**config.mk**
```make
export PLATFORM = sky130hd
export DESIGN_NAME = array_list_insert_delete_find
export DESIGN_NICKNAME = d
export VERILOG_FILES = /design/src/sv/aldf_pkg.sv /design/src/sv/aldf_mem.sv /design/src/sv/array_list_insert_delete_find.sv
export SDC_FILE = /design/constraint.sdc
export NUM_CORES = 1
export LEC_CHECK = 0
export BUFFER_PORTS_ARGS = -buffer_cell sky130_fd_sc_hd__clkbuf_2
export CORE_AREA = 8 8 197 152
export DETAILED_ROUTE_END_ITERATION = 16
export DIE_AREA = 0 0 205 160
export GPL_TIMING_DRIVEN = 0
export PLACE_DENSITY_LB_ADDON = 0.2
export SYNTH_ARGS = -nofsm -noshare
export SYNTH_HDL_FRONTEND = slang
export SYNTH_HIERARCHICAL = 1
export SYNTH_SLANG_ARGS = --single-unit
```
**constraint.sdc**
```tcl
create_clock -name clk -period 4.65 [get_ports clk]
set_input_delay 0.93 -clock clk [delete_from_list [all_inputs] [get_ports clk]]
set_output_delay 0.93 -clock clk [all_outputs]
set_load 0.02 [all_outputs]
```
**src/sv/aldf_pkg.sv**
```systemverilog
package aldf_pkg;

  localparam int DEPTH_DEF = 8;

  localparam int VALUE_W = 32;
  localparam int POS_W   = 8;
  localparam int ACT_W   = 2;
  localparam int STAT_W  = 2;
  localparam int IDX_W   = 6;
  localparam int CNT_W   = 7;

  localparam logic [ACT_W-1:0] ACT_FIND = 2'd0;
  localparam logic [ACT_W-1:0] ACT_INS  = 2'd1;
  localparam logic [ACT_W-1:0] ACT_DEL  = 2'd2;

  localparam logic [STAT_W-1:0] ST_OK       = 2'd0;
  localparam logic [STAT_W-1:0] ST_FULL     = 2'd1;
  localparam logic [STAT_W-1:0] ST_BADPOS   = 2'd2;
  localparam logic [STAT_W-1:0] ST_NOTFOUND = 2'd3;

endpackage

```
**src/sv/aldf_mem.sv**
```systemverilog
module aldf_mem #(
  parameter int DEPTH = aldf_pkg::DEPTH_DEF,
  parameter int AW    = 3
) (
  input  logic                        clk,
  input  logic                        we,
  input  logic [AW-1:0]               waddr,
  input  logic [aldf_pkg::VALUE_W-1:0] wdata,
  input  logic [AW-1:0]               raddr,
  output logic [aldf_pkg::VALUE_W-1:0] rdata
);

  logic [aldf_pkg::VALUE_W-1:0] mem [DEPTH];

  always_ff @(posedge clk) begin
    if (we) begin
      mem[waddr] <= wdata;
    end
    rdata <= mem[raddr];
  end

endmodule

```
**src/sv/array_list_insert_delete_find.sv**
```systemverilog
// find: empty list answered from idle; else each entry scanned is read, then compared
// insert/delete: each moved entry is read, then written; insert then adds the value
// rejected or unused requests never raise busy; a result shows when busy drops
// one word at a time, busy meanwhile; the next word is taken while the result shows
// reset clears the entry count and the result strobe; list memory is not cleared
// the receiver cannot stall: each result is shown for exactly one cycle
module array_list_insert_delete_find #(
  parameter int DEPTH = aldf_pkg::DEPTH_DEF
) (
  input  logic                                clk,
  input  logic                                rst_n,
  input  logic                                start,
  output logic                                busy,
  input  logic [aldf_pkg::ACT_W-1:0]          in_action,
  input  logic signed [aldf_pkg::VALUE_W-1:0] in_item_value,
  input  logic [aldf_pkg::POS_W-1:0]          in_item_position,
  output logic                                out_valid,
  output logic [aldf_pkg::STAT_W-1:0]         out_status,
  output logic [aldf_pkg::IDX_W-1:0]          out_found_index,
  output logic [aldf_pkg::CNT_W-1:0]          out_entry_count
);

  localparam int CW = $clog2(DEPTH + 1);
  localparam int AW = (DEPTH > 1) ? $clog2(DEPTH) : 1;

  typedef enum logic [5:0] {
    S_IDLE = 6'b000001,
    S_MRD  = 6'b000010,
    S_MWR  = 6'b000100,
    S_NEW  = 6'b001000,
    S_FRD  = 6'b010000,
    S_FCMP = 6'b100000
  } state_t;

  state_t                                state_r, state_nxt;
  logic [aldf_pkg::ACT_W-1:0]            op_r, op_nxt;
  logic signed [aldf_pkg::VALUE_W-1:0]   val_r, val_nxt;
  logic [CW-1:0]                         pos_r, pos_nxt;
  logic [CW-1:0]                         idx_r, idx_nxt;
  logic [CW-1:0]                         cnt_r, cnt_nxt;
  logic                                  out_valid_r, out_valid_nxt;
  logic [aldf_pkg::STAT_W-1:0]           out_status_r, out_status_nxt;
  logic [aldf_pkg::IDX_W-1:0]            out_found_index_r, out_found_index_nxt;
  logic [aldf_pkg::CNT_W-1:0]            out_entry_count_r;

  logic [CW-1:0]                         idx_inc, idx_dec;
  logic                                  mem_we;
  logic [AW-1:0]                         mem_waddr, mem_raddr;
  logic [aldf_pkg::VALUE_W-1:0]          mem_wdata, mem_rdata;

  assign idx_inc = idx_r + CW'(1);
  assign idx_dec = idx_r - CW'(1);

  aldf_mem #(
    .DEPTH(DEPTH),
    .AW   (AW)
  ) u_mem (
    .clk  (clk),
    .we   (mem_we),
    .waddr(mem_waddr),
    .wdata(mem_wdata),
    .raddr(mem_raddr),
    .rdata(mem_rdata)
  );

  always_comb begin
    state_nxt           = state_r;
    op_nxt              = op_r;
    val_nxt             = val_r;
    pos_nxt             = pos_r;
    idx_nxt             = idx_r;
    cnt_nxt             = cnt_r;
    out_valid_nxt       = 1'b0;
    out_status_nxt      = aldf_pkg::ST_OK;
    out_found_index_nxt = '0;
    mem_we              = 1'b0;
    mem_waddr           = idx_r[AW-1:0];
    mem_wdata           = mem_rdata;
    mem_raddr           = idx_r[AW-1:0];

    unique case (state_r)
      S_IDLE: begin
        if (start) begin
          op_nxt  = in_action;
          val_nxt = in_item_value;
          pos_nxt = CW'(in_item_position);
          unique case (in_action)
            aldf_pkg::ACT_FIND: begin
              if (cnt_r == '0) begin
                out_valid_nxt  = 1'b1;
                out_status_nxt = aldf_pkg::ST_NOTFOUND;
              end else begin
                idx_nxt   = '0;
                state_nxt = S_FRD;
              end
            end
            aldf_pkg::ACT_INS: begin
              if (cnt_r == CW'(DEPTH)) begin
                out_valid_nxt  = 1'b1;
                out_status_nxt = aldf_pkg::ST_FULL;
              end else if (in_item_position > aldf_pkg::POS_W'(cnt_r)) begin
                out_valid_nxt  = 1'b1;
                out_status_nxt = aldf_pkg::ST_BADPOS;
              end else begin
                idx_nxt = cnt_r;
                if (aldf_pkg::POS_W'(cnt_r) == in_item_position) begin
                  state_nxt = S_NEW;
                end else begin
                  state_nxt = S_MRD;
                end
              end
            end
            aldf_pkg::ACT_DEL: begin
              if (in_item_position >= aldf_pkg::POS_W'(cnt_r)) begin
                out_valid_nxt  = 1'b1;
                out_status_nxt = aldf_pkg::ST_BADPOS;
              end else begin
                idx_nxt = CW'(in_item_position);
                if (aldf_pkg::POS_W'(cnt_r) == in_item_position + aldf_pkg::POS_W'(1)) begin
                  cnt_nxt       = cnt_r - CW'(1);
                  out_valid_nxt = 1'b1;
                end else begin
                  state_nxt = S_MRD;
                end
              end
            end
            default: begin
              out_valid_nxt = 1'b1;
            end
          endcase
        end
      end
      S_MRD: begin
        if (op_r == aldf_pkg::ACT_INS) begin
          mem_raddr = idx_dec[AW-1:0];
        end else begin
          mem_raddr = idx_inc[AW-1:0];
        end
        state_nxt = S_MWR;
      end
      S_MWR: begin
        mem_we = 1'b1;
        if (op_r == aldf_pkg::ACT_INS) begin
          idx_nxt = idx_dec;
          if (idx_dec == pos_r) begin
            state_nxt = S_NEW;
          end else begin
            state_nxt = S_MRD;
          end
        end else begin
          idx_nxt = idx_inc;
          if (idx_inc + CW'(1) == cnt_r) begin
            cnt_nxt       = cnt_r - CW'(1);
            out_valid_nxt = 1'b1;
            state_nxt     = S_IDLE;
          end else begin
            state_nxt = S_MRD;
          end
        end
      end
      S_NEW: begin
        mem_we        = 1'b1;
        mem_waddr     = pos_r[AW-1:0];
        mem_wdata     = val_r;
        cnt_nxt       = cnt_r + CW'(1);
        out_valid_nxt = 1'b1;
        state_nxt     = S_IDLE;
      end
      S_FRD: begin
        state_nxt = S_FCMP;
      end
      S_FCMP: begin
        if (mem_rdata == val_r) begin
          out_valid_nxt       = 1'b1;
          out_found_index_nxt = aldf_pkg::IDX_W'(idx_r);
          state_nxt           = S_IDLE;
        end else if (idx_inc == cnt_r) begin
          out_valid_nxt  = 1'b1;
          out_status_nxt = aldf_pkg::ST_NOTFOUND;
          state_nxt      = S_IDLE;
        end else begin
          idx_nxt   = idx_inc;
          state_nxt = S_FRD;
        end
      end
      default: begin
        state_nxt = S_IDLE;
      end
    endcase
  end

  always_ff @(posedge clk) begin
    if (!rst_n) begin
      state_r     <= S_IDLE;
      cnt_r       <= '0;
      out_valid_r <= 1'b0;
    end else begin
      state_r     <= state_nxt;
      cnt_r       <= cnt_nxt;
      out_valid_r <= out_valid_nxt;
    end
  end

  always_ff @(posedge clk) begin
    op_r              <= op_nxt;
    val_r             <= val_nxt;
    pos_r             <= pos_nxt;
    idx_r             <= idx_nxt;
    out_status_r      <= out_status_nxt;
    out_found_index_r <= out_found_index_nxt;
    out_entry_count_r <= aldf_pkg::CNT_W'(cnt_nxt);
  end

  assign busy            = (state_r != S_IDLE);
  assign out_valid       = out_valid_r;
  assign out_status      = out_status_r;
  assign out_found_index = out_found_index_r;
  assign out_entry_count = out_entry_count_r;

endmodule

```
==> results of run 1 <==
-- per-layer routing --
layer,GRT usage,up-vias,wire length [microns]
met2,0.2937,223,14400
met5,0,-,0
li1,-,3612,-
met3,0.03538,47,1800
met4,0.04638,0,581
met1,0.2777,3987,14450
-- layout make-up --
cell class / count / area (sq um) / share of cell area
multi-input combinational: 471 / 4293 / 0.2581
clock inverter: 13 / 122.6 / 0.007372
timing repair buffer: 71 / 529.3 / 0.03182
tap: 351 / 439.2 / 0.02640
sequential: 351 / 10010 / 0.6018
inverter: 14 / 52.55 / 0.003160
clock buffer: 47 / 929.6 / 0.05589
buffer: 43 / 256.5 / 0.01542
-- worst max-delay path, stage by stage (launching register included) --
cell                       delay [ps]
sky130_fd_sc_hd__dfxtp_1          300
sky130_fd_sc_hd__clkbuf_1         190
sky130_fd_sc_hd__nor4_1           370
sky130_fd_sc_hd__nor2b_1          470
sky130_fd_sc_hd__clkbuf_1         590
sky130_fd_sc_hd__o21ai_0          400
sky130_fd_sc_hd__nor3_2           850
sky130_fd_sc_hd__buf_6            260
sky130_fd_sc_hd__buf_6            180
sky130_fd_sc_hd__buf_6            170
-- metrics by stage --
step | setup WS (ps) | utilization | setup TNS (ps)
2_1_floorplan | 429.9 | - | 0
3_3_place_gp | -2797 | 0.5726 | -370100
3_5_place_dp | 612.9 | 0.5841 | 0
4_1_cts | 594.6 | 0.6235 | 0
5_1_grt | 333.5 | 0.6235 | 0
6_report | 561.5 | 0.6235 | 0
-- power groups by stage --
stage | sequential [W] | clock, W | combinational (W)
6_report | 0.00371 | 0.00262 | 0.000906
5_1_grt | 0.00372 | 0.00279 | 0.000998
4_1_cts | 0.00371 | 0.00268 | 0.000913
3_5_place_dp | 0.00378 | 0 | 0.000908
3_3_place_gp | 0.00378 | 0 | 0.000881
2_1_floorplan | 0.00377 | 0 | 0.000617
-- cells by family after synthesis --
logic type / share of synthesized area
other: 0.0002579
flip-flops: 0.6884
multiplexers: 0.1356
XOR/XNOR: 0.03562
AND/OR/NAND/NOR: 0.07710
adder cells (fa/ha/maj): 0.01291
AO/OA/AOI/OAI: 0.02883
buffers and inverters: 0.02125
-- synth_stat cells (11+ instances only) --
cell                       number  share of area
sky130_fd_sc_hd__mux2_2        32          0.025
sky130_fd_sc_hd__clkbuf_1      13         0.0034
sky130_fd_sc_hd__edfxtp_1     298           0.62
sky130_fd_sc_hd__mux4_1        40          0.072
sky130_fd_sc_hd__ha_1          15          0.013
sky130_fd_sc_hd__nor2b_1       11         0.0047
sky130_fd_sc_hd__a21oi_1       15         0.0052
sky130_fd_sc_hd__nor4_1        14         0.0060
sky130_fd_sc_hd__o21ai_0       14         0.0048
sky130_fd_sc_hd__inv_1         13         0.0034
sky130_fd_sc_hd__xor2_1        42          0.025
sky130_fd_sc_hd__dfxtp_1       53          0.073
sky130_fd_sc_hd__mux4_2        24          0.037
sky130_fd_sc_hd__nor2_1        23         0.0059
sky130_fd_sc_hd__nand2_1      124          0.032
sky130_fd_sc_hd__xnor2_1       12         0.0072
-- state kept, by name, summed over array words and instances (netlist names) --
signal,cells
op_r,2
val_r,32
out_entry_count,4
cnt_r,4
out_found_index,4
u_mem/rdata,32
pos_r,4
idx_r,4
out_valid,1
out_status,2
state_r,6
u_mem/mem,256
-- final timing paths --
kind	startpoint	to	cells after the start
worst max-delay path	state_r[1]$_SDFFE_PN0P_	u_mem/mem[0][19]$_DFFE_PP_	9
worst min-delay path	state_r[4]$_SDFFE_PN0P_	state_r[5]$_SDFFE_PN0P_	2
worst min register to register	state_r[4]$_SDFFE_PN0P_	state_r[5]$_SDFFE_PN0P_	2
worst max register to register	state_r[1]$_SDFFE_PN0P_	u_mem/mem[0][19]$_DFFE_PP_	9
==> impl_summary.log, run 1 <==
[metrics] most frequent cells in the layout: 298 x sky130_fd_sc_hd__edfxtp_1, 124 x sky130_fd_sc_hd__nand2_1, 56 x sky130_fd_sc_hd__clkbuf_2
[metrics] max-capacitance violation count: 0
[metrics] run status: completed
[metrics] Layout Cells excl Fill: 1361
[metrics] Worst Max-Slew Pin Slew: 928.3 ps
[metrics] maximum VDD drop: 0.3761 mV
[metrics] Unique masters post-synth: 58
[metrics] post-synthesis instance area: 14540 sq um
[metrics] total chip power: 0.007238 W
[metrics] # DRC: 0
[metrics] fraction of registers with async set/reset: 0
[metrics] DRT iter0 DRCs: 597
[metrics] count of endpoints failing hold in the final timing report: 0
[metrics] Ant. Diodes: 0
[metrics] latest clock arrival within the worst-skew pair: 510 ps
[metrics] type of element launching the critical path: register
[metrics] starting density of the core: 0.5451
[metrics] total number of placement rows: 52
[metrics] Max Buffers Root-to-Sink: 3
[metrics] Worst Hold Margin: 547.1 ps
[metrics] number of buffers added on ports: 56
[metrics] routability-driven placement congestion ratio: 0.9079
[metrics] number of endpoints failing setup at the final stage: 0
[metrics] wire length per cell: 22.94 microns
[metrics] layout overhead on the synthesized area: 14.39%
[metrics] sequential area share after synthesis: 0.6884
[metrics] Num Clock Sinks: 351
[metrics] endpoint kind of the worst setup timing path: register
[metrics] Chip Height: 160 microns
[metrics] post-detailed-route count of antenna-violating nets: 0
[metrics] CTS Hold Bufs: 0
[metrics] total congestion overflow after global routing: 0
[metrics] largest net degree at the start of global routing: 27
[metrics] fraction of final layout cells with drive strength greater than 1: 0.2109
[metrics] Clock Skew: 16.05 ps
[metrics] post-route fraction of the period consumed by the critical path: 0.8793
[metrics] commonest non-fill, non-tap cell in the layout: sky130_fd_sc_hd__edfxtp_1
[metrics] cell at the root of the clock tree: sky130_fd_sc_hd__clkbuf_16
[metrics] core area: 26680 sq um
[metrics] drt first pass iters: 5
[metrics] overall track demand over capacity in global routing: 0.1905
[metrics] depth of the CTS H-tree: 2
[metrics] most instantiated flip-flop cell in the synthesis netlist: sky130_fd_sc_hd__edfxtp_1
[metrics] via count: 7869
[metrics] data arrival time of the worst path: 4300 ps
[metrics] unrepaired setup endpoints after global routing: no
[metrics] register bit count reported by yosys: 351
[metrics] filler cell count: 1959
[metrics] Setup Buffers After CTS: 0
[metrics] EDFF count, synth: 298
[metrics] synthesized netlist cell count: 875
[metrics] clock tree from TritonCTS: built
[metrics] post-DR vias/cell: 5.782
[metrics] wire length reported by the detailed router: 31230 microns
[metrics] number of global-route vias before repair: 7943
[metrics] Placed Cells incl. Taps: 1301
[metrics] number of antenna violations at the first check in global routing: 0
[metrics] fraction of power spent switching nets: 0.2414
[metrics] Slew headroom: 0.3777
[metrics] Final Instance Area: 16630 sq um
[metrics] Die ar.: 32800 sq um
[metrics] final critical delay including setup and external delays: 4089 ps
[metrics] logic gate share of total power: 0.125
[metrics] total power per unit cell area: 435.2 nW/um^2
[metrics] Worst Hold Class: register to register
[metrics] width of the die: 205 microns
[metrics] flop-to-flop setup slack: 560 ps
[metrics] Internal Dissipation: 0.005490 W
[metrics] Avg Cell Area, Syn: 16.62 sq um
[metrics] switching power: 0.001747 W
[metrics] data required time of the worst path: 4860 ps
[metrics] upper clock frequency limit: 244.6 MHz
[metrics] Static Leakage: 5.914 nW
[metrics] Setup CP Type: register to register
[metrics] highest fanout seen on the critical path: 10
[metrics] number of nets in the finished design: 1046
[metrics] I/O pins: 62
[metrics] half-perimeter wire length of the detailed placement result: 20500 microns
[metrics] number of instances resized during post-cts repair: 0
[metrics] final number of max-transition violations: 0
[metrics] clock share of power: 0.362
[metrics] Ys Warns: 6
[metrics] sequential fraction of design power: 0.513
[metrics] CTS buffer count: 34
[metrics] clock transition time at the flip-flop clock pins of the worst setup and hold paths: 60 ps
[metrics] area of placed instances: 15580 sq um
[metrics] first-pass GRT wire length: 47400 microns
Power figures use the tool's default switching activity.
==> run 2: changes to the inputs <==
--- a/config.mk
+++ b/config.mk
@@ -6,9 +6,9 @@
 export NUM_CORES = 1
 export LEC_CHECK = 0
 export BUFFER_PORTS_ARGS = -buffer_cell sky130_fd_sc_hd__clkbuf_2
-export CORE_AREA = 8 8 197 152
+export CORE_AREA = 2 2 191 146
 export DETAILED_ROUTE_END_ITERATION = 16
-export DIE_AREA = 0 0 205 160
+export DIE_AREA = 0 0 193 148
 export GPL_TIMING_DRIVEN = 0
 export PLACE_DENSITY_LB_ADDON = 0.2
 export SYNTH_ARGS = -nofsm -noshare
==> constraint.sdc (replaced) <==
create_clock -name clk -period 4.1 [get_ports clk]
set_input_delay 0.82 -clock clk [delete_from_list [all_inputs] [get_ports clk]]
set_output_delay 0.82 -clock clk [all_outputs]
set_load 0.02 [all_outputs]
==> impl_summary.log, run 2 (synthesized netlist as in run 1, its figures left out) <==
[metrics] total number of placement rows: 52
[metrics] fraction of power spent switching nets: 0.2448
[metrics] post-route fraction of the period consumed by the critical path: 0.9173
[metrics] I/O pins: 62
[metrics] post-DR vias/cell: 5.803
[metrics] fraction of final layout cells with drive strength greater than 1: 0.2144
[metrics] data arrival time of the worst path: 3990 ps
[metrics] Chip Height: 148 microns
[metrics] Final Instance Area: 16650 sq um
[metrics] clock transition time at the flip-flop clock pins of the worst setup and hold paths: 60 ps
[metrics] total power per unit cell area: 496.3 nW/um^2
[metrics] drt first pass iters: 5
[metrics] half-perimeter wire length of the detailed placement result: 19880 microns
[metrics] Slew headroom: 0.4720
[metrics] max-capacitance violation count: 0
[metrics] commonest non-fill, non-tap cell in the layout: sky130_fd_sc_hd__edfxtp_1
[metrics] number of instances resized during post-cts repair: 0
[metrics] starting density of the core: 0.5451
[metrics] switching power: 0.002023 W
[metrics] wire length reported by the detailed router: 30680 microns
[metrics] clock tree from TritonCTS: built
[metrics] number of endpoints failing setup at the final stage: 0
[metrics] unrepaired setup endpoints after global routing: no
[metrics] biggest regs: u_mem/mem: 256 flops, u_mem/rdata: 32 flops, val_r: 32 flops
[metrics] post-detailed-route count of antenna-violating nets: 0
[metrics] layout overhead on the synthesized area: 14.51%
[metrics] latest clock arrival within the worst-skew pair: 530 ps
[metrics] DRT iter0 DRCs: 696
[metrics] depth of the CTS H-tree: 2
[metrics] number of antenna violations at the first check in global routing: 0
[metrics] final critical delay including setup and external delays: 3761 ps
[metrics] clock share of power: 0.366
[metrics] Worst Max-Slew Pin Slew: 787.7 ps
[metrics] number of nets in the finished design: 1046
[metrics] CTS Hold Bufs: 0
[metrics] wire length per cell: 22.51 microns
[metrics] Worst Reg2Reg Path Length in Cells: 8
[metrics] Internal Dissipation: 0.006240 W
[metrics] # DRC: 0
[metrics] Placed Cells incl. Taps: 1301
[metrics] Setup CP Type: register to register
[metrics] upper clock frequency limit: 265.9 MHz
[metrics] number of buffers added on ports: 56
[metrics] Max Buffers Root-to-Sink: 3
[metrics] final number of max-transition violations: 0
[metrics] endpoint kind of the worst setup timing path: register
[metrics] largest register by flop count: u_mem/mem
[metrics] via count: 7910
[metrics] Die ar.: 28560 sq um
[metrics] cell at the root of the clock tree: sky130_fd_sc_hd__clkbuf_16
[metrics] most frequent cells in the layout: 298 x sky130_fd_sc_hd__edfxtp_1, 124 x sky130_fd_sc_hd__nand2_1, 56 x sky130_fd_sc_hd__clkbuf_2
[metrics] total congestion overflow after global routing: 0
[metrics] area of placed instances: 15570 sq um
[metrics] type of element launching the critical path: register
[metrics] maximum VDD drop: 0.4385 mV
[metrics] first-pass GRT wire length: 45970 microns
[metrics] sequential fraction of design power: 0.509
[metrics] largest net degree at the start of global routing: 28
[metrics] Worst Hold Class: input pin to register
[metrics] Setup Buffers After CTS: 0
[metrics] logic gate share of total power: 0.125
[metrics] data required time of the worst path: 4330 ps
[metrics] CTS buffer count: 34
[metrics] routability-driven placement congestion ratio: 0.8805
[metrics] Num Clock Sinks: 351
[metrics] Layout Cells excl Fill: 1363
[metrics] max reg flops: 256
[metrics] Clock Skew: 18.06 ps
[metrics] Ant. Diodes: 0
[metrics] core area: 26680 sq um
[metrics] run status: completed
[metrics] count of endpoints failing hold in the final timing report: 0
[metrics] width of the die: 193 microns
[metrics] hold depth: 1
[metrics] highest fanout seen on the critical path: 18
[metrics] Static Leakage: 5.925 nW
[metrics] number of global-route vias before repair: 7701
[metrics] overall track demand over capacity in global routing: 0.2214
run 2: power groups by stage:
| stage | registers (W) | logic (W) | clock network (W) |
|---|---|---|---|
| floorplan | 0.00427 | 0.000700 | 0 |
| global placement | 0.00429 | 0.000999 | 0 |
| detailed placement | 0.00428 | 0.00103 | 0 |
| CTS | 0.00421 | 0.00104 | 0.00309 |
| global route | 0.00422 | 0.00113 | 0.00323 |
| finish | 0.00421 | 0.00103 | 0.00302 |
run 2: layout make-up:
| type | count | area [sq um] |
|---|---|---|
| buffer | 43 | 256.5 |
| clock inverter | 16 | 150.1 |
| clock buffer | 46 | 927.1 |
| fill | 1917 | 10030 |
| timing repair buffer | 71 | 521.8 |
| inverter | 14 | 52.55 |
| tap | 351 | 439.2 |
| multi-input combinational | 471 | 4293 |
| sequential | 351 | 10010 |
run 2: per-layer routing:
| layer | up-vias | wire (microns) | global-route usage |
|---|---|---|---|
| met3 | 37 | 1972 | 0.03656 |
| met4 | 0 | 547 | 0.05568 |
| met5 | - | 0 | 0 |
| met2 | 264 | 13960 | 0.3324 |
| li1 | 3603 | - | - |
| met1 | 4006 | 14200 | 0.3415 |
run 2: path summary, 6_finish.rpt:
| path | startpoint | end | slack (ps) |
|---|---|---|---|
| max | state_r[1]$_SDFFE_PN0P_ | u_mem/mem[5][14]$_DFFE_PP_ | 340 |
| min | in_item_value[15] | val_r[15]$_DFFE_PP_ | 470 |
| max reg2reg | state_r[1]$_SDFFE_PN0P_ | u_mem/mem[5][14]$_DFFE_PP_ | 340 |
| min reg2reg | state_r[4]$_SDFFE_PN0P_ | state_r[5]$_SDFFE_PN0P_ | 520 |
run 2: through the flow:
step | worst slack (ps) | TNS, ps | hold WS [ps] | utilization | total power (W)
floorplan | -120.1 | -7688 | 476.9 | - | 0.004970
global placement | -3244 | -511400 | 517.0 | 0.5726 | 0.005285
detailed placement | 352.3 | 0 | 521.8 | 0.5838 | 0.005311
CTS | 298.7 | 0 | 442.6 | 0.6242 | 0.008330
global route | 32.33 | 0 | 444.2 | 0.6242 | 0.008587
finish | 338.9 | 0 | 466.0 | 0.6242 | 0.008263
run 2: worst max-delay path, cell delays in order, from the launching register on:
cell and delay (ps):
sky130_fd_sc_hd__dfxtp_1 290, sky130_fd_sc_hd__clkbuf_1 190, sky130_fd_sc_hd__nor4_1 370, sky130_fd_sc_hd__nor2b_1 460, sky130_fd_sc_hd__clkbuf_1 550, sky130_fd_sc_hd__o21ai_0 370, sky130_fd_sc_hd__nand2b_1 330, sky130_fd_sc_hd__nor2_4 650
sky130_fd_sc_hd__buf_16 240
==> run 3: changes to the inputs <==
--- a/config.mk
+++ b/config.mk
@@ -5,10 +5,11 @@
 export SDC_FILE = /design/constraint.sdc
 export NUM_CORES = 1
 export LEC_CHECK = 0
+export ABC_AREA = 1
 export BUFFER_PORTS_ARGS = -buffer_cell sky130_fd_sc_hd__clkbuf_2
-export CORE_AREA = 2 2 191 146
+export CORE_AREA = 2 2 201 154
 export DETAILED_ROUTE_END_ITERATION = 16
-export DIE_AREA = 0 0 193 148
+export DIE_AREA = 0 0 203 156
 export GPL_TIMING_DRIVEN = 0
 export PLACE_DENSITY_LB_ADDON = 0.2
 export SYNTH_ARGS = -nofsm -noshare
==> constraint.sdc (replaced) <==
create_clock -name clk -period 4.1 [get_ports clk]
set_input_delay 0.82 -clock clk [delete_from_list [all_inputs] [get_ports clk]]
set_output_delay 0.82 -clock clk [all_outputs]
set_load 0.01 [all_outputs]
==> impl_summary.log, run 3 <==
[metrics] run status: completed
[metrics] unrepaired setup endpoints after global routing: no
[metrics] Ys Warns: 6
[metrics] cell accounting for the most synthesized area: sky130_fd_sc_hd__edfxtp_1
[metrics] Clock Skew: 12.76 ps
[metrics] flop-to-flop setup slack: 1160 ps
[metrics] DRT iter0 DRCs: 1166
[metrics] Unique masters post-synth: 42
[metrics] clock transition time at the flip-flop clock pins of the worst setup and hold paths: 60 ps
[metrics] met3 routed WL: 3053 microns
[metrics] latest clock arrival within the worst-skew pair: 520 ps
[metrics] synthesized netlist cell count: 1736
[metrics] Ant. Diodes: 0
[metrics] Internal Dissipation: 0.006619 W
[metrics] biggest regs: u_mem/mem: 256 flops, u_mem/rdata: 32 flops, val_r: 32 flops
[metrics] met2 routed WL: 17560 microns
[metrics] final number of max-transition violations: 0
[metrics] Chip Height: 156 microns
[metrics] largest net degree at the start of global routing: 25
[metrics] Setup CP Type: register to register
[metrics] Static Leakage: 8.420 nW
[metrics] first-pass GRT wire length: 59640 microns
[metrics] buffer and inverter count on the worst path: 1
[metrics] total power per unit cell area: 498.5 nW/um^2
[metrics] setup TNS: 0 ps
[metrics] fraction of final layout cells with drive strength greater than 1: 0.1205
[metrics] half-perimeter wire length of the detailed placement result: 24960 microns
[metrics] commonest non-fill, non-tap cell in the layout: sky130_fd_sc_hd__nand2_1
[metrics] post-detailed-route count of antenna-violating nets: 0
[metrics] EDFF count, synth: 298
[metrics] switching power: 0.002536 W
[metrics] post-route fraction of the period consumed by the critical path: 0.7173
[metrics] data arrival time of the worst path: 3090 ps
[metrics] CTS Hold Bufs: 0
[metrics] # DRC: 0
[metrics] highest fanout seen on the critical path: 8
[metrics] dominant cells by area after synthesis: sky130_fd_sc_hd__edfxtp_1 55%, sky130_fd_sc_hd__nand2_1 14%, sky130_fd_sc_hd__inv_1 7.4%
[metrics] count of endpoints failing hold in the final timing report: 0
[metrics] number of nets in the finished design: 1902
[metrics] overall track demand over capacity in global routing: 0.2501
[metrics] upper clock frequency limit: 340.0 MHz
[metrics] cell with the most instances after synthesis: sky130_fd_sc_hd__nand2_1
[metrics] Slowest cell on crit path: sky130_fd_sc_hd__nor3b_1
[metrics] Avg Cell Area, Syn: 9.315 sq um
[metrics] depth of the CTS H-tree: 2
[metrics] worst min-delay path startpoint: in_item_value[15]
[metrics] endpoint of the worst hold-timing path: val_r[15]$_DFFE_PP_
[metrics] launch point of the worst reg-to-reg path: cnt_r[1]$_SDFF_PN0_
[metrics] Crit path largest cell delay: 670 ps
[metrics] CTS buffer count: 35
[metrics] width of the die: 203 microns
[metrics] post-synthesis instance area: 16170 sq um
[metrics] max reg flops: 256
[metrics] clock tree from TritonCTS: built
[metrics] total routed wire length on the met1 layer: 17480 microns
[metrics] max-capacitance violation count: 0
[metrics] fraction of power spent switching nets: 0.2770
[metrics] sequential area share after synthesis: 0.6190
[metrics] drt first pass iters: 5
[metrics] number of endpoints failing setup at the final stage: 0
[metrics] list of cells traversed by the critical path: inv_2 -> ha_1 -> nand4_1 -> nor2_1 -> nor2_1 -> nand2_1 -> nand4_1 -> nand2_1 -> nand2_1 -> nor3b_1
[metrics] Max Buffers Root-to-Sink: 3
[metrics] cell occurring most often along the worst timing path: sky130_fd_sc_hd__nand2_1
[metrics] Worst Hold Class: input pin to register
[metrics] layout overhead on the synthesized area: 13.56%
[metrics] hold depth: 1
[metrics] maximum VDD drop: 0.2687 mV
[metrics] most instantiated flip-flop cell in the synthesis netlist: sky130_fd_sc_hd__edfxtp_1
[metrics] Num Clock Sinks: 351
[metrics] final critical delay including setup and external delays: 2941 ps
[metrics] largest register by flop count: u_mem/mem
[metrics] most frequent cells in the layout: 609 x sky130_fd_sc_hd__nand2_1, 319 x sky130_fd_sc_hd__inv_1, 298 x sky130_fd_sc_hd__edfxtp_1
[metrics] core area: 29660 sq um
[metrics] post-DR vias/cell: 5.030
[metrics] number of buffers added on ports: 56
[metrics] Slew headroom: 0.4143
[metrics] starting density of the core: 0.5452
[metrics] worst reg2reg path endpoint: idx_r[0]$_DFFE_PP_
[metrics] cell type group with the largest total delay on the critical path: simple AND/OR/NAND/NOR gates
[metrics] type of element launching the critical path: register
[metrics] total number of placement rows: 55
[metrics] clock share of power: 0.345
[metrics] via count: 11400
[metrics] total congestion overflow after global routing: 0
[metrics] Die ar.: 31670 sq um
[metrics] Worst Reg2Reg Path Length in Cells: 10
[metrics] wire length reported by the detailed router: 38760 microns
[metrics] cell at the root of the clock tree: sky130_fd_sc_hd__clkbuf_16
[metrics] Setup Buffers After CTS: 0
[metrics] fraction of registers with async set/reset: 0
[metrics] register bit count reported by yosys: 351
[metrics] number of antenna violations at the first check in global routing: 0
[metrics] Worst Hold Margin: 466.8 ps
[metrics] endpoint kind of the worst setup timing path: register
[metrics] routability-driven placement congestion ratio: 0.9051
[metrics] Worst Max-Slew Pin Slew: 869.4 ps
[metrics] logic gate share of total power: 0.180
[metrics] top cells by instance count after synthesis: 609 x sky130_fd_sc_hd__nand2_1, 319 x sky130_fd_sc_hd__inv_1, 298 x sky130_fd_sc_hd__edfxtp_1, 176 x sky130_fd_sc_hd__nand3_1, 53 x sky130_fd_sc_hd__dfxtp_1
[metrics] uppermost signal routing layer after detailed routing: met4
[metrics] number of instances resized during post-cts repair: 0
[metrics] data required time of the worst path: 4240 ps
[metrics] I/O pins: 62
[metrics] sequential fraction of design power: 0.475
[metrics] number of global-route vias before repair: 10690
[metrics] Synth top area share: 0.5534
[metrics] wire length per cell: 17.11 microns
==> run 3: cell count changes after synthesis, sizes merged, moves of 32 or more <==
cell   before  now
nand3       9  181
xor2       42    7
nand2     124  618
mux4       64    0
inv        14  332
mux2       32    0
nor2       23   58
==> run 3: logic make-up (layout without fill, tap and decap cells) <==
| group | count (synthesis) | after routing | synth area share |
|---|---|---|---|
| flops | 351 | 351 | 0.6190 |
| compound gates | 46 | 46 | 0.01617 |
| buf+inv | 400 | 527 | 0.1042 |
| fa+ha+maj | 15 | 15 | 0.01161 |
| xor+xnor | 30 | 30 | 0.01625 |
| other cells | 1 | 5 | 0.0002319 |
| simple gates | 893 | 893 | 0.2325 |
==> run 3: how the worst max path moves through the flow <==
stage                                  startpoint                          to  slack [ps]  cells past startpoint
after floorplan           state_r[1]$_SDFFE_PN0P_   u_mem/mem[7][0]$_DFFE_PP_        1000                      9
after detailed placement      in_item_position[0]          idx_r[0]$_DFFE_PP_         940                     11
after global routing          cnt_r[1]$_SDFF_PN0_          idx_r[2]$_DFFE_PP_         980                     10
after global placement    state_r[1]$_SDFFE_PN0P_  u_mem/mem[1][16]$_DFFE_PP_        -740                      9
final                         cnt_r[1]$_SDFF_PN0_          idx_r[0]$_DFFE_PP_        1160                     10
after CTS                 state_r[3]$_SDFFE_PN0P_  u_mem/mem[5][11]$_DFFE_PP_        1170                     10
==> run 3: final cells by class <==
cell class / instances / area [sq um]
Timing Repair Buffer: 65 / 475.5
Inverter: 333 / 1254
Clock inverter: 11 / 106.4
Buffer: 67 / 431.7
Fill cell: 2364 / 11300
Tap cell: 399 / 499.2
Sequential cell: 351 / 10010
Clock buffer: 51 / 1028
Multi-Input combinational cell: 989 / 4558
==> run 3: power groups by stage <==
stage	registers [W]	clock network, W	logic, W
after floorplan	0.00440	0	0.00112
after global placement	0.00442	0	0.00157
after detailed placement	0.00442	0	0.00163
after CTS	0.00434	0.00322	0.00164
after global routing	0.00436	0.00337	0.00184
final	0.00434	0.00316	0.00165
==> run 3: per-layer routing <==
metal / track usage / vias up
li1: - / 5659
met4: 0.06917 / 0
met3: 0.04428 / 49
met5: 0 / -
met2: 0.3969 / 372
met1: 0.3571 / 5319
==> run 3: through the flow <==
| step | total power (W) | instance area, sq um | cells | worst slack, ps | utilization |
|---|---|---|---|---|---|
| after floorplan | 0.005515 | 16190 | 1740 | 995.3 | - |
| final | 0.009155 | 18360 | 2266 | 1159 | 0.6191 |
| after detailed placement | 0.006046 | 17230 | 2204 | 940.8 | 0.5808 |
| after global routing | 0.009566 | 18360 | 2266 | 981.4 | 0.6191 |
| after CTS | 0.009200 | 18360 | 2266 | 1173 | 0.6191 |
| after global placement | 0.005991 | 16970 | 2195 | -737.2 | 0.5720 |
